$ cat src/sv/plg_pkg.sv
`timescale 1ns / 1ps

package plg_pkg;

  // frame geometry
  localparam int MAX_CHANNELS = 8;
  localparam int SAMPLE_W     = 24;
  localparam int GAIN_W       = 32;
  localparam int CHAN_IDX_W   = 3;

  // configuration port
  localparam int ADDR_W = 4;
  localparam int DATA_W = 32;

  typedef logic [1:0] reg_idx_t;
  localparam reg_idx_t REG_CEILING = 2'd0;
  localparam reg_idx_t REG_RELEASE = 2'd1;
  localparam reg_idx_t REG_COUNT   = 2'd2;

  // reset values
  localparam logic [23:0] CEILING_RESET = 24'd7476355;
  localparam logic [31:0] RELEASE_RESET = 32'd0;
  localparam logic [3:0]  COUNT_RESET   = 4'd2;
  localparam logic [31:0] UNITY_GAIN    = 32'h8000_0000;

  typedef logic signed [SAMPLE_W-1:0] sample_t;

  // control of one scaling lane
  typedef struct packed {
    logic load;
    logic step;
  } lane_ctl_t;

endpackage

$ cat src/sv/plg_lane.sv
`timescale 1ns / 1ps

module plg_lane (
  input  logic               clk,
  input  plg_pkg::lane_ctl_t ctl,
  input  plg_pkg::sample_t   sample,
  input  logic               gain_bit,
  output plg_pkg::sample_t   held,
  output plg_pkg::sample_t   result
);

  plg_pkg::sample_t   mult;
  logic signed [24:0] acc;
  logic               last_bit;
  logic signed [24:0] sum;

  // one gain bit per cycle while step is high, lsb first: add, then shift right arithmetically
  always_comb begin
    sum = acc + (gain_bit ? 25'(mult) : 25'sd0);
  end

  always_ff @(posedge clk) begin
    if (ctl.load) begin
      mult     <= sample;
      acc      <= '0;
      last_bit <= 1'b0;
    end else if (ctl.step) begin
      acc      <= sum >>> 1;
      last_bit <= sum[0];
    end
  end

  // once all 32 gain bits are in, acc is the product over 2^32 and last_bit its bit 31
  assign result = {acc[22:0], last_bit};
  assign held   = mult;

endmodule

$ cat src/sv/peak_limiter_gain.sv
`timescale 1ns / 1ps

// Peak limiter with a shared gain and instant attack.
// Input channel: in_valid / in_stall with one frame of eight signed Q1.23
// samples; channels at or above channel_count are treated as silent.
// Output channel: out_valid / out_stall with the limited samples and the
// unsigned Q1.31 gain applied to the frame.
// Configuration: APB-style port, ceiling_level at 0x0, release_coef at 0x4,
// channel_count at 0x8; the user must see that they are written only while
// no frame is in flight, as the block itself does not enforce it.
// One frame at a time: in_stall is high from acceptance until the result is
// placed in the output register. A frame goes through the peak search, the
// bit-serial attack test and release multiply, the decision, the restoring
// divide when the gain must drop, the bit-serial scaling of all eight lanes
// and the load of the output. The multipliers and the scaling lanes take one
// bit per cycle of the 32-bit gain or coefficient; the divider forms its
// quotient bit by bit.
// The output register lets the next frame be accepted and processed while
// a result waits; a stalled receiver holds the result and, once the next
// result is ready, holds the block in its final cycle.
// Reset sets unity gain, the register defaults and empties the output.
module peak_limiter_gain (
  input  logic                        clk,
  input  logic                        rst,
  // configuration
  input  logic                        psel,
  input  logic                        penable,
  input  logic                        pwrite,
  input  logic [plg_pkg::ADDR_W-1:0]  paddr,
  input  logic [plg_pkg::DATA_W-1:0]  pwdata,
  output logic [plg_pkg::DATA_W-1:0]  prdata,
  output logic                        pready,
  // input frames
  input  logic                        in_valid,
  output logic                        in_stall,
  input  logic signed [23:0]          sample_0,
  input  logic signed [23:0]          sample_1,
  input  logic signed [23:0]          sample_2,
  input  logic signed [23:0]          sample_3,
  input  logic signed [23:0]          sample_4,
  input  logic signed [23:0]          sample_5,
  input  logic signed [23:0]          sample_6,
  input  logic signed [23:0]          sample_7,
  // output frames
  output logic                        out_valid,
  input  logic                        out_stall,
  output logic signed [23:0]          out_0,
  output logic signed [23:0]          out_1,
  output logic signed [23:0]          out_2,
  output logic signed [23:0]          out_3,
  output logic signed [23:0]          out_4,
  output logic signed [23:0]          out_5,
  output logic signed [23:0]          out_6,
  output logic signed [23:0]          out_7,
  output logic [31:0]                 applied_gain
);

  typedef enum logic [2:0] {
    ST_IDLE,
    ST_PEAK,
    ST_MULT,
    ST_DECIDE,
    ST_DIV,
    ST_SCALE,
    ST_WRITE
  } state_t;

  // configuration registers
  logic [23:0] ceiling_level;
  logic [31:0] release_coef;
  logic [3:0]  channel_count;

  state_t      state;
  logic [4:0]  cnt;
  logic [31:0] current_gain;

  // peak search
  logic [22:0] peak;

  // attack test multiply: peak * gain
  logic [31:0] mq;
  logic [22:0] tacc;
  logic [31:0] tlo;

  // release multiply: (unity - gain) * coef
  logic [31:0] rq;
  logic [31:0] racc;
  logic [31:0] rd;

  // restoring divide: (ceiling << 31) / peak
  logic [22:0] drem;
  logic [31:0] dq;

  // gain bits for the scaling lanes
  logic [31:0] gsh;

  // output register
  plg_pkg::sample_t out_d [plg_pkg::MAX_CHANNELS];

  // lanes
  plg_pkg::sample_t   samp_in [plg_pkg::MAX_CHANNELS];
  plg_pkg::sample_t   samp_ld [plg_pkg::MAX_CHANNELS];
  plg_pkg::sample_t   held    [plg_pkg::MAX_CHANNELS];
  plg_pkg::sample_t   lane_y  [plg_pkg::MAX_CHANNELS];
  plg_pkg::lane_ctl_t lane_ctl;

  logic        in_acc;
  logic        out_free;
  logic        cfg_wr;
  logic [3:0]  n_act;
  logic [plg_pkg::MAX_CHANNELS-1:0] active;
  logic [22:0] peak_cand;
  logic [23:0] tsum;
  logic [32:0] rsum;
  logic [23:0] dsh;
  logic        dge;
  logic [23:0] ddiff;
  logic [31:0] dq_next;
  logic        cut;
  logic [31:0] rel_gain;

  function automatic logic [22:0] abs_sat(input plg_pkg::sample_t s);
    logic [23:0] neg;
    neg = 24'(-s);
    if (!s[23]) begin
      abs_sat = s[22:0];
    end else if (neg[23]) begin
      abs_sat = 23'h7F_FFFF;
    end else begin
      abs_sat = neg[22:0];
    end
  endfunction

  assign samp_in[0] = sample_0;
  assign samp_in[1] = sample_1;
  assign samp_in[2] = sample_2;
  assign samp_in[3] = sample_3;
  assign samp_in[4] = sample_4;
  assign samp_in[5] = sample_5;
  assign samp_in[6] = sample_6;
  assign samp_in[7] = sample_7;

  assign in_stall = (state != ST_IDLE);
  assign in_acc   = in_valid && !in_stall;
  assign out_free = !out_valid || !out_stall;

  // configuration port
  assign pready = 1'b1;
  assign cfg_wr = psel && penable && pwrite && pready;

  always_ff @(posedge clk) begin
    if (rst) begin
      ceiling_level <= plg_pkg::CEILING_RESET;
      release_coef  <= plg_pkg::RELEASE_RESET;
      channel_count <= plg_pkg::COUNT_RESET;
    end else if (cfg_wr) begin
      unique case (paddr[3:2])
        plg_pkg::REG_CEILING: ceiling_level <= pwdata[23:0];
        plg_pkg::REG_RELEASE: release_coef  <= pwdata;
        plg_pkg::REG_COUNT:   channel_count <= pwdata[3:0];
        default: ;
      endcase
    end
  end

  always_comb begin
    unique case (paddr[3:2])
      plg_pkg::REG_CEILING: prdata = {8'd0, ceiling_level};
      plg_pkg::REG_RELEASE: prdata = release_coef;
      plg_pkg::REG_COUNT:   prdata = {28'd0, channel_count};
      default:              prdata = '0;
    endcase
  end

  // active channel mask, count saturated to the channel total
  always_comb begin
    n_act = (channel_count > 4'(plg_pkg::MAX_CHANNELS)) ?
            4'(plg_pkg::MAX_CHANNELS) : channel_count;
    for (int c = 0; c < plg_pkg::MAX_CHANNELS; c++) begin
      active[c]  = (4'(c) < n_act);
      samp_ld[c] = active[c] ? samp_in[c] : '0;
    end
  end

  // scaling lanes
  assign lane_ctl.load = in_acc;
  assign lane_ctl.step = (state == ST_SCALE);

  for (genvar c = 0; c < plg_pkg::MAX_CHANNELS; c++) begin : g_lane
    plg_lane u_lane (
      .clk      (clk),
      .ctl      (lane_ctl),
      .sample   (samp_ld[c]),
      .gain_bit (gsh[0]),
      .held     (held[c]),
      .result   (lane_y[c])
    );
  end

  // serial datapath steps
  always_comb begin
    peak_cand = abs_sat(held[cnt[plg_pkg::CHAN_IDX_W-1:0]]);
    tsum      = {1'b0, tacc} + (mq[0] ? {1'b0, peak} : 24'd0);
    rsum      = {1'b0, racc} + (rq[0] ? {1'b0, rd} : 33'd0);
    dsh       = {drem, (cnt == 5'd0) ? ceiling_level[0] : 1'b0};
    dge       = (dsh >= {1'b0, peak});
    ddiff     = dsh - {1'b0, peak};
    dq_next   = {dq[30:0], dge};
    cut       = ({tacc, tlo} > {ceiling_level, 31'd0});
    rel_gain  = current_gain + racc;
  end

  // sequencer and serial units
  always_ff @(posedge clk) begin
    if (rst) begin
      state        <= ST_IDLE;
      cnt          <= '0;
      current_gain <= plg_pkg::UNITY_GAIN;
      out_valid    <= 1'b0;
    end else begin
      // result taken, and no new one loaded in its place
      if (out_valid && !out_stall && state != ST_WRITE) begin
        out_valid <= 1'b0;
      end
      unique case (state)
        ST_IDLE: begin
          if (in_acc) begin
            peak  <= '0;
            mq    <= current_gain;
            tacc  <= '0;
            tlo   <= '0;
            rq    <= release_coef;
            racc  <= '0;
            rd    <= plg_pkg::UNITY_GAIN - current_gain;
            cnt   <= '0;
            state <= ST_PEAK;
          end
        end
        // one channel per cycle
        ST_PEAK: begin
          if (peak_cand > peak) begin
            peak <= peak_cand;
          end
          if (cnt == 5'(plg_pkg::MAX_CHANNELS - 1)) begin
            cnt   <= '0;
            state <= ST_MULT;
          end else begin
            cnt <= cnt + 5'd1;
          end
        end
        // attack test and release step, one multiplier bit per cycle
        ST_MULT: begin
          tacc <= tsum[23:1];
          tlo  <= {tsum[0], tlo[31:1]};
          mq   <= mq >> 1;
          racc <= rsum[32:1];
          rq   <= rq >> 1;
          cnt  <= cnt + 5'd1;
          if (cnt == 5'd31) begin
            state <= ST_DECIDE;
          end
        end
        ST_DECIDE: begin
          cnt <= '0;
          if (cut) begin
            drem  <= ceiling_level[23:1];
            dq    <= '0;
            state <= ST_DIV;
          end else begin
            current_gain <= rel_gain;
            gsh          <= rel_gain;
            state        <= ST_SCALE;
          end
        end
        // one quotient bit per cycle, count wraps to zero at the end
        ST_DIV: begin
          drem <= dge ? ddiff[22:0] : dsh[22:0];
          dq   <= dq_next;
          cnt  <= cnt + 5'd1;
          if (cnt == 5'd31) begin
            current_gain <= dq_next;
            gsh          <= dq_next;
            state        <= ST_SCALE;
          end
        end
        ST_SCALE: begin
          gsh <= gsh >> 1;
          cnt <= cnt + 5'd1;
          if (cnt == 5'd31) begin
            state <= ST_WRITE;
          end
        end
        ST_WRITE: begin
          if (out_free) begin
            for (int c = 0; c < plg_pkg::MAX_CHANNELS; c++) begin
              out_d[c] <= lane_y[c];
            end
            applied_gain <= current_gain;
            out_valid    <= 1'b1;
            cnt          <= '0;
            state        <= ST_IDLE;
          end
        end
        default: state <= ST_IDLE;
      endcase
    end
  end

  assign out_0 = out_d[0];
  assign out_1 = out_d[1];
  assign out_2 = out_d[2];
  assign out_3 = out_d[3];
  assign out_4 = out_d[4];
  assign out_5 = out_d[5];
  assign out_6 = out_d[6];
  assign out_7 = out_d[7];

  // gain never rises above unity
  a_gain_max: assert property (@(posedge clk) disable iff (rst)
    current_gain <= plg_pkg::UNITY_GAIN)
    else $error("gain above unity");

  // divider remainder stays below the divisor
  a_div_rem: assert property (@(posedge clk) disable iff (rst)
    state == ST_DIV |-> {1'b0, drem} < {1'b0, peak})
    else $error("divider remainder not below peak");

  // a fresh result carries the held gain
  a_gain_out: assert property (@(posedge clk) disable iff (rst)
    $rose(out_valid) |-> applied_gain == current_gain)
    else $error("applied gain differs from held gain");

  // work starts only on an accepted item
  a_start: assert property (@(posedge clk) disable iff (rst)
    state == ST_IDLE && !in_acc |=> state == ST_IDLE)
    else $error("sequencer left idle without an item");

endmodule

$ cat config.mk
export PLATFORM = sky130hd
export DESIGN_NAME = peak_limiter_gain
export DESIGN_NICKNAME = d
export VERILOG_FILES = /design/src/sv/plg_pkg.sv /design/src/sv/plg_lane.sv /design/src/sv/peak_limiter_gain.sv
export SDC_FILE = /design/constraint.sdc
export NUM_CORES = 2
export LEC_CHECK = 0
export ABC_AREA = 1
export BUFFER_PORTS_ARGS = -buffer_cell sky130_fd_sc_hd__buf_2
export CELL_PAD_IN_SITES_DETAIL_PLACEMENT = 1
export CELL_PAD_IN_SITES_GLOBAL_PLACEMENT = 2
export CORE_ASPECT_RATIO = 1.75
export CORE_UTILIZATION = 39
export CTS_BUF_LIST = sky130_fd_sc_hd__clkbuf_8
export DETAILED_ROUTE_END_ITERATION = 12
export PLACE_DENSITY = 0.95
export SLEW_MARGIN = 20
export SYNTH_ARGS = -nofsm -noshare
export SYNTH_HDL_FRONTEND = slang
export SYNTH_HIERARCHICAL = 1
export SYNTH_SLANG_ARGS = --single-unit
$ cat constraint.sdc
create_clock -name clk -period 45.7 [get_ports clk]
set_input_delay 0 -clock clk [delete_from_list [all_inputs] [get_ports clk]]
set_output_delay 0 -clock clk [all_outputs]
set_load 0.005 [all_outputs]
==> results summary <==
The overall via count from detail_route is 64.8k. The power after layout is 4.34 mW. The path class of the lowest-slack min-delay path is input pin to register.

The die span in x is 314 um. The detailed router put a total of 101,000 um of wire on met1. The core region is 0.169 mm^2. The longest clock path from root to sink contains 4 buffers. For the pin with the worst max-slew slack, the measured transition is 1110 ps.

The starting utilization of the core area is 39.4%. The clock net in this run drives a total of 1,009 sinks. The portion of the clock cycle consumed by the worst path in the final layout is a little over an eighth. The number of different library cells used by synthesis comes to 59. The pre-CTS setup slack came out at roughly 40,000 ps. The number of antenna violations at the first check in global routing is 29. The average vias per placed instance is 5.21.

Synthesis handed over a netlist of 9,317 instances. The mapped netlist covers 0.0664 mm^2. The routed wire length on met2 is 139,000 um.

The via count of the first global-routing pass is about 69k. The signal on the critical path passes through inv_4 -> buf_4 -> o21ai_0 -> nand2_1 -> nand2_1 -> nand2_1 -> nor2_1 -> nand2_1 -> nor2_2 -> nand4_2 -> nand2_1 -> nor2_1 -> inv_1 -> ha_1 -> nand2_1 -> nor2_1 -> nand4_1 -> inv_1 -> nand3_1 -> nand3_1 -> nand3_1 -> a21oi_2 -> buf_4. The minimum clock period came out at between 6000 and 7000 ps. Of all nets on the critical path, the largest fanout is 75.

In the synthesized netlist the async set-or-reset flop fraction comes to 0%. The number of primary I/O pins came out at between 400 and 500. The global-route wire length before repair is 412,000 um. After synthesis, flip-flops and latches occupy 41.1% of the total area. Signal routing reaches up to met5. Counting flops and latches in the post-synthesis netlist gives 1,009. The depth of the CTS H-tree came out at 4. TritonCTS built the clock tree. The root buffer cell chosen for the clock tree is sky130_fd_sc_hd__clkbuf_8. In this run the vertical extent of the chip is about 550 um. The post-synthesis average cell area is 7.12 um^2.

The post-route antenna net violation count came out at 0. The number of synthesis warnings is 6. The placer's final routability congestion estimate came out at 0.975. Across every metal layer, demand over resource in global routing totals approximately a third.

The cell with the largest stage delay on the worst path is sky130_fd_sc_hd__o21ai_0. After detailed routing, the met3 layer carries about 18,000 um of wire. The post-route netlist has 8.74% of its cells at a drive strength greater than 1.

The clock latency on the worst-skew pair is 940 ps. Among the stages of the critical path, the cell type that occurs most often is sky130_fd_sc_hd__nand2_1. Setup repair after global routing left no endpoint under its margin. Adding up every negative setup slack in the final design gives 0 ps.

The total area of multi-input combinational cells is 0.0300 mm^2. The filler cell count in the final layout came out at 21.4k. The layout net count came out at approximately 11k. In the synthesized netlist the dominant register cell turns out to be sky130_fd_sc_hd__edfxtp_1. STA classifies the critical path startpoint as a register. The die outline area is 0.172 mm^2.

The first routing iteration left 4,714 violations. The area taken by flip-flops and latches is 0.0273 mm^2. The post-cts gate resize count is 0.

In this design, the largest share of critical-path delay is due to simple AND/OR/NAND/NOR gates. Across the VDD grid, the largest voltage drop is 39.9 uV. The max-slew violation count came to 0.

The area added between synthesis and finish is 16.9%. The library cell used most frequently in the layout, excluding fill and tap cells, is sky130_fd_sc_hd__nand2_1. The final routed DRC violation total is 0. The arrival time of data at the critical path endpoint is 6600 ps.

The flow ran to the end, and the final reports show no timing, DRC or antenna violations. The max-slew headroom at the worst pin is 25.8%. The pre-antenna-repair detailed-routing pass consisted of 6 iterations. Across all setup checks in the final design, the least slack found is 39,660 ps.

The required time of the critical path came out at 46,260 ps. The power density over the cells came out at ~56 mW/mm^2. The sum of overflow across all layers after global routing came out at 0. The number of buffers and inverters on the critical path is 5. Buffers inserted during clock tree synthesis total 171.

Counting flops with a built-in enable in the synthesized netlist gives between 700 and 800. The max-cap check violation count is 0. The average wire length per cell after detail routing is approximately 22 um. The clock transition at the register clock pins on the worst setup and hold paths after CTS came out at 70 ps.

The category of the most critical setup path is register to register. The pin count of the biggest net entering global routing came out at approximately 120. The final hold violation count is 0. In this run the static leakage power is 40.6 nW. The fmax is roughly 170 MHz. The final worst clock skew came out at roughly 80 ps. The top cell types in the final layout, fill and taps aside, are sky130_fd_sc_hd__nand2_1, sky130_fd_sc_hd__inv_1, sky130_fd_sc_hd__nor2_1, sky130_fd_sc_hd__edfxtp_1, sky130_fd_sc_hd__nand3_1. The highest cell delay on the worst timing path is around 840 ps. The final HPWL from detailed placement is 203,000 um.

When the netlist entered floorplanning its net count stood at 9,916. The final wirelength is 279,000 um. Setup violations remaining at the end of the flow were counted as 0. The worst setup path is captured at a register.

The number of placement rows is 199. Buffers placed on the I/O ports in this run total 490.
per-stage QoR:
stage                     utilization (%)  instance area, um^2  cells  hold slack (ps)
after floorplan                         -                66400   9317              130
after detailed placement             41.3                69600  11600              251
final                                46.0                77600  12400             80.4
after global placement               41.3                69600  11600              234
after CTS                            46.0                77500  12400            0.119
after global routing                 46.0                77600  12400             65.0
worst paths after layout:
kind                                                              from                                   to  slack [ps]  cells after the start
worst max register to register                     cnt[0]$_SDFFE_PP0P_               peak[20]$_SDFFCE_PN0P_       39660                     23
worst min register to register  g_lane[0].u_lane/last_bit$_SDFFE_PP0P_                out_d[0][0]$_DFFE_PP_         450                      0
worst max-delay path                               cnt[0]$_SDFFE_PP0P_               peak[20]$_SDFFCE_PN0P_       39660                     23
worst min-delay path                                      sample_1[12]  g_lane[1].u_lane/held[12]$_DFFE_PP_          80                      4
final cells by class:
type	count	area share, %
multi-input combinational	6106	38.6
sequential	1009	35.2
timing repair buffer	1005	9.65
inverter	1781	8.62
tap	2211	3.56
clock buffer	193	3.42
clock inverter	112	0.906
antenna	26	0.0838
kinds of logic after synthesis:
group           count (synthesis)  synth area share (%)
mux                             1                0.0151
simple gates                 4708                  28.9
compound gates                900                  7.32
flops                        1009                  41.1
xor+xnor                      132                  1.74
buf+inv                      2202                  13.9
fa+ha+maj                     364                  7.00
other cells                     1               0.00565
repair_timing:
| item | CTS | global route |
|---|---|---|
| hold buffers | 463 | 0 |
| buffers inserted | 0 | 0 |
| endpoints found under the setup margin | 0 | 0 |
| hold endpoints to repair | 347 | 0 |
per-layer routing:
layer	track usage, %	vias to the layer above
li1	-	30500
met1	34.0	31200
met2	56.9	2366
met3	5.34	758
met4	21.5	10
met5	0	-
report_power, final:
group          leakage, nW  switching, mW  internal [mW]
clock network         1.94          0.414          0.432
registers             9.11          0.194           1.26
logic                 29.5           1.42          0.622
total                 40.6           2.02           2.32
synth_stat cells, types with 8 or more instances:
cell                       count  area, um^2
sky130_fd_sc_hd__fa_1         12         240
sky130_fd_sc_hd__o221ai_1      8        70.1
sky130_fd_sc_hd__nor4_1       11        68.8
sky130_fd_sc_hd__a21o_1       34         255
sky130_fd_sc_hd__o21a_1       16         120
sky130_fd_sc_hd__o21ai_1      36         180
sky130_fd_sc_hd__o21ai_0     350        1750
sky130_fd_sc_hd__ha_1        352        4400
sky130_fd_sc_hd__nand2_2      20         125
sky130_fd_sc_hd__buf_2        33         165
sky130_fd_sc_hd__nor3_1       48         240
sky130_fd_sc_hd__inv_1      1773        6660
sky130_fd_sc_hd__o21bai_1     16         120
sky130_fd_sc_hd__nand4_1     103         644
sky130_fd_sc_hd__nand3b_1     20         150
sky130_fd_sc_hd__clkbuf_1    149         559
sky130_fd_sc_hd__or2_2        12        75.1
sky130_fd_sc_hd__xnor2_1      21         184
sky130_fd_sc_hd__a21oi_1     373        1870
sky130_fd_sc_hd__dfxtp_1     301        6030
sky130_fd_sc_hd__o211ai_1     27         203
sky130_fd_sc_hd__buf_4       200        1500
sky130_fd_sc_hd__nor2_1     1215        4560
sky130_fd_sc_hd__buf_1        11        41.3
sky130_fd_sc_hd__nor2_2       28         175
sky130_fd_sc_hd__nand3_1     510        2550
sky130_fd_sc_hd__xor2_1      111         972
sky130_fd_sc_hd__nand2_1    2697       10100
sky130_fd_sc_hd__a31o_2        8        70.1
sky130_fd_sc_hd__buf_6        12         135
sky130_fd_sc_hd__edfxtp_1    708       21300
sky130_fd_sc_hd__nand3_2      15         150
sky130_fd_sc_hd__o22ai_1      15        93.8
worst register-to-register path, stage by stage (launching register included):
cell                      delay, ps
sky130_fd_sc_hd__dfxtp_4        630
sky130_fd_sc_hd__inv_4          230
sky130_fd_sc_hd__buf_4          440
sky130_fd_sc_hd__o21ai_0        910
sky130_fd_sc_hd__nand2_1        110
sky130_fd_sc_hd__nand2_1        100
sky130_fd_sc_hd__nand2_1         90
sky130_fd_sc_hd__nor2_1         150
sky130_fd_sc_hd__nand2_1         90
sky130_fd_sc_hd__nor2_2         230
sky130_fd_sc_hd__nand4_2        610
sky130_fd_sc_hd__nand2_1        240
sky130_fd_sc_hd__nor2_1         170
sky130_fd_sc_hd__inv_1          110
sky130_fd_sc_hd__ha_1           140
sky130_fd_sc_hd__nand2_1         70
sky130_fd_sc_hd__nor2_1         220
sky130_fd_sc_hd__nand4_1        130
sky130_fd_sc_hd__inv_1          110
sky130_fd_sc_hd__nand3_1         80
sky130_fd_sc_hd__nand3_1        100
sky130_fd_sc_hd__nand3_1        180
sky130_fd_sc_hd__a21oi_2        180
sky130_fd_sc_hd__buf_4          340
(Power assumes the default switching activity.)
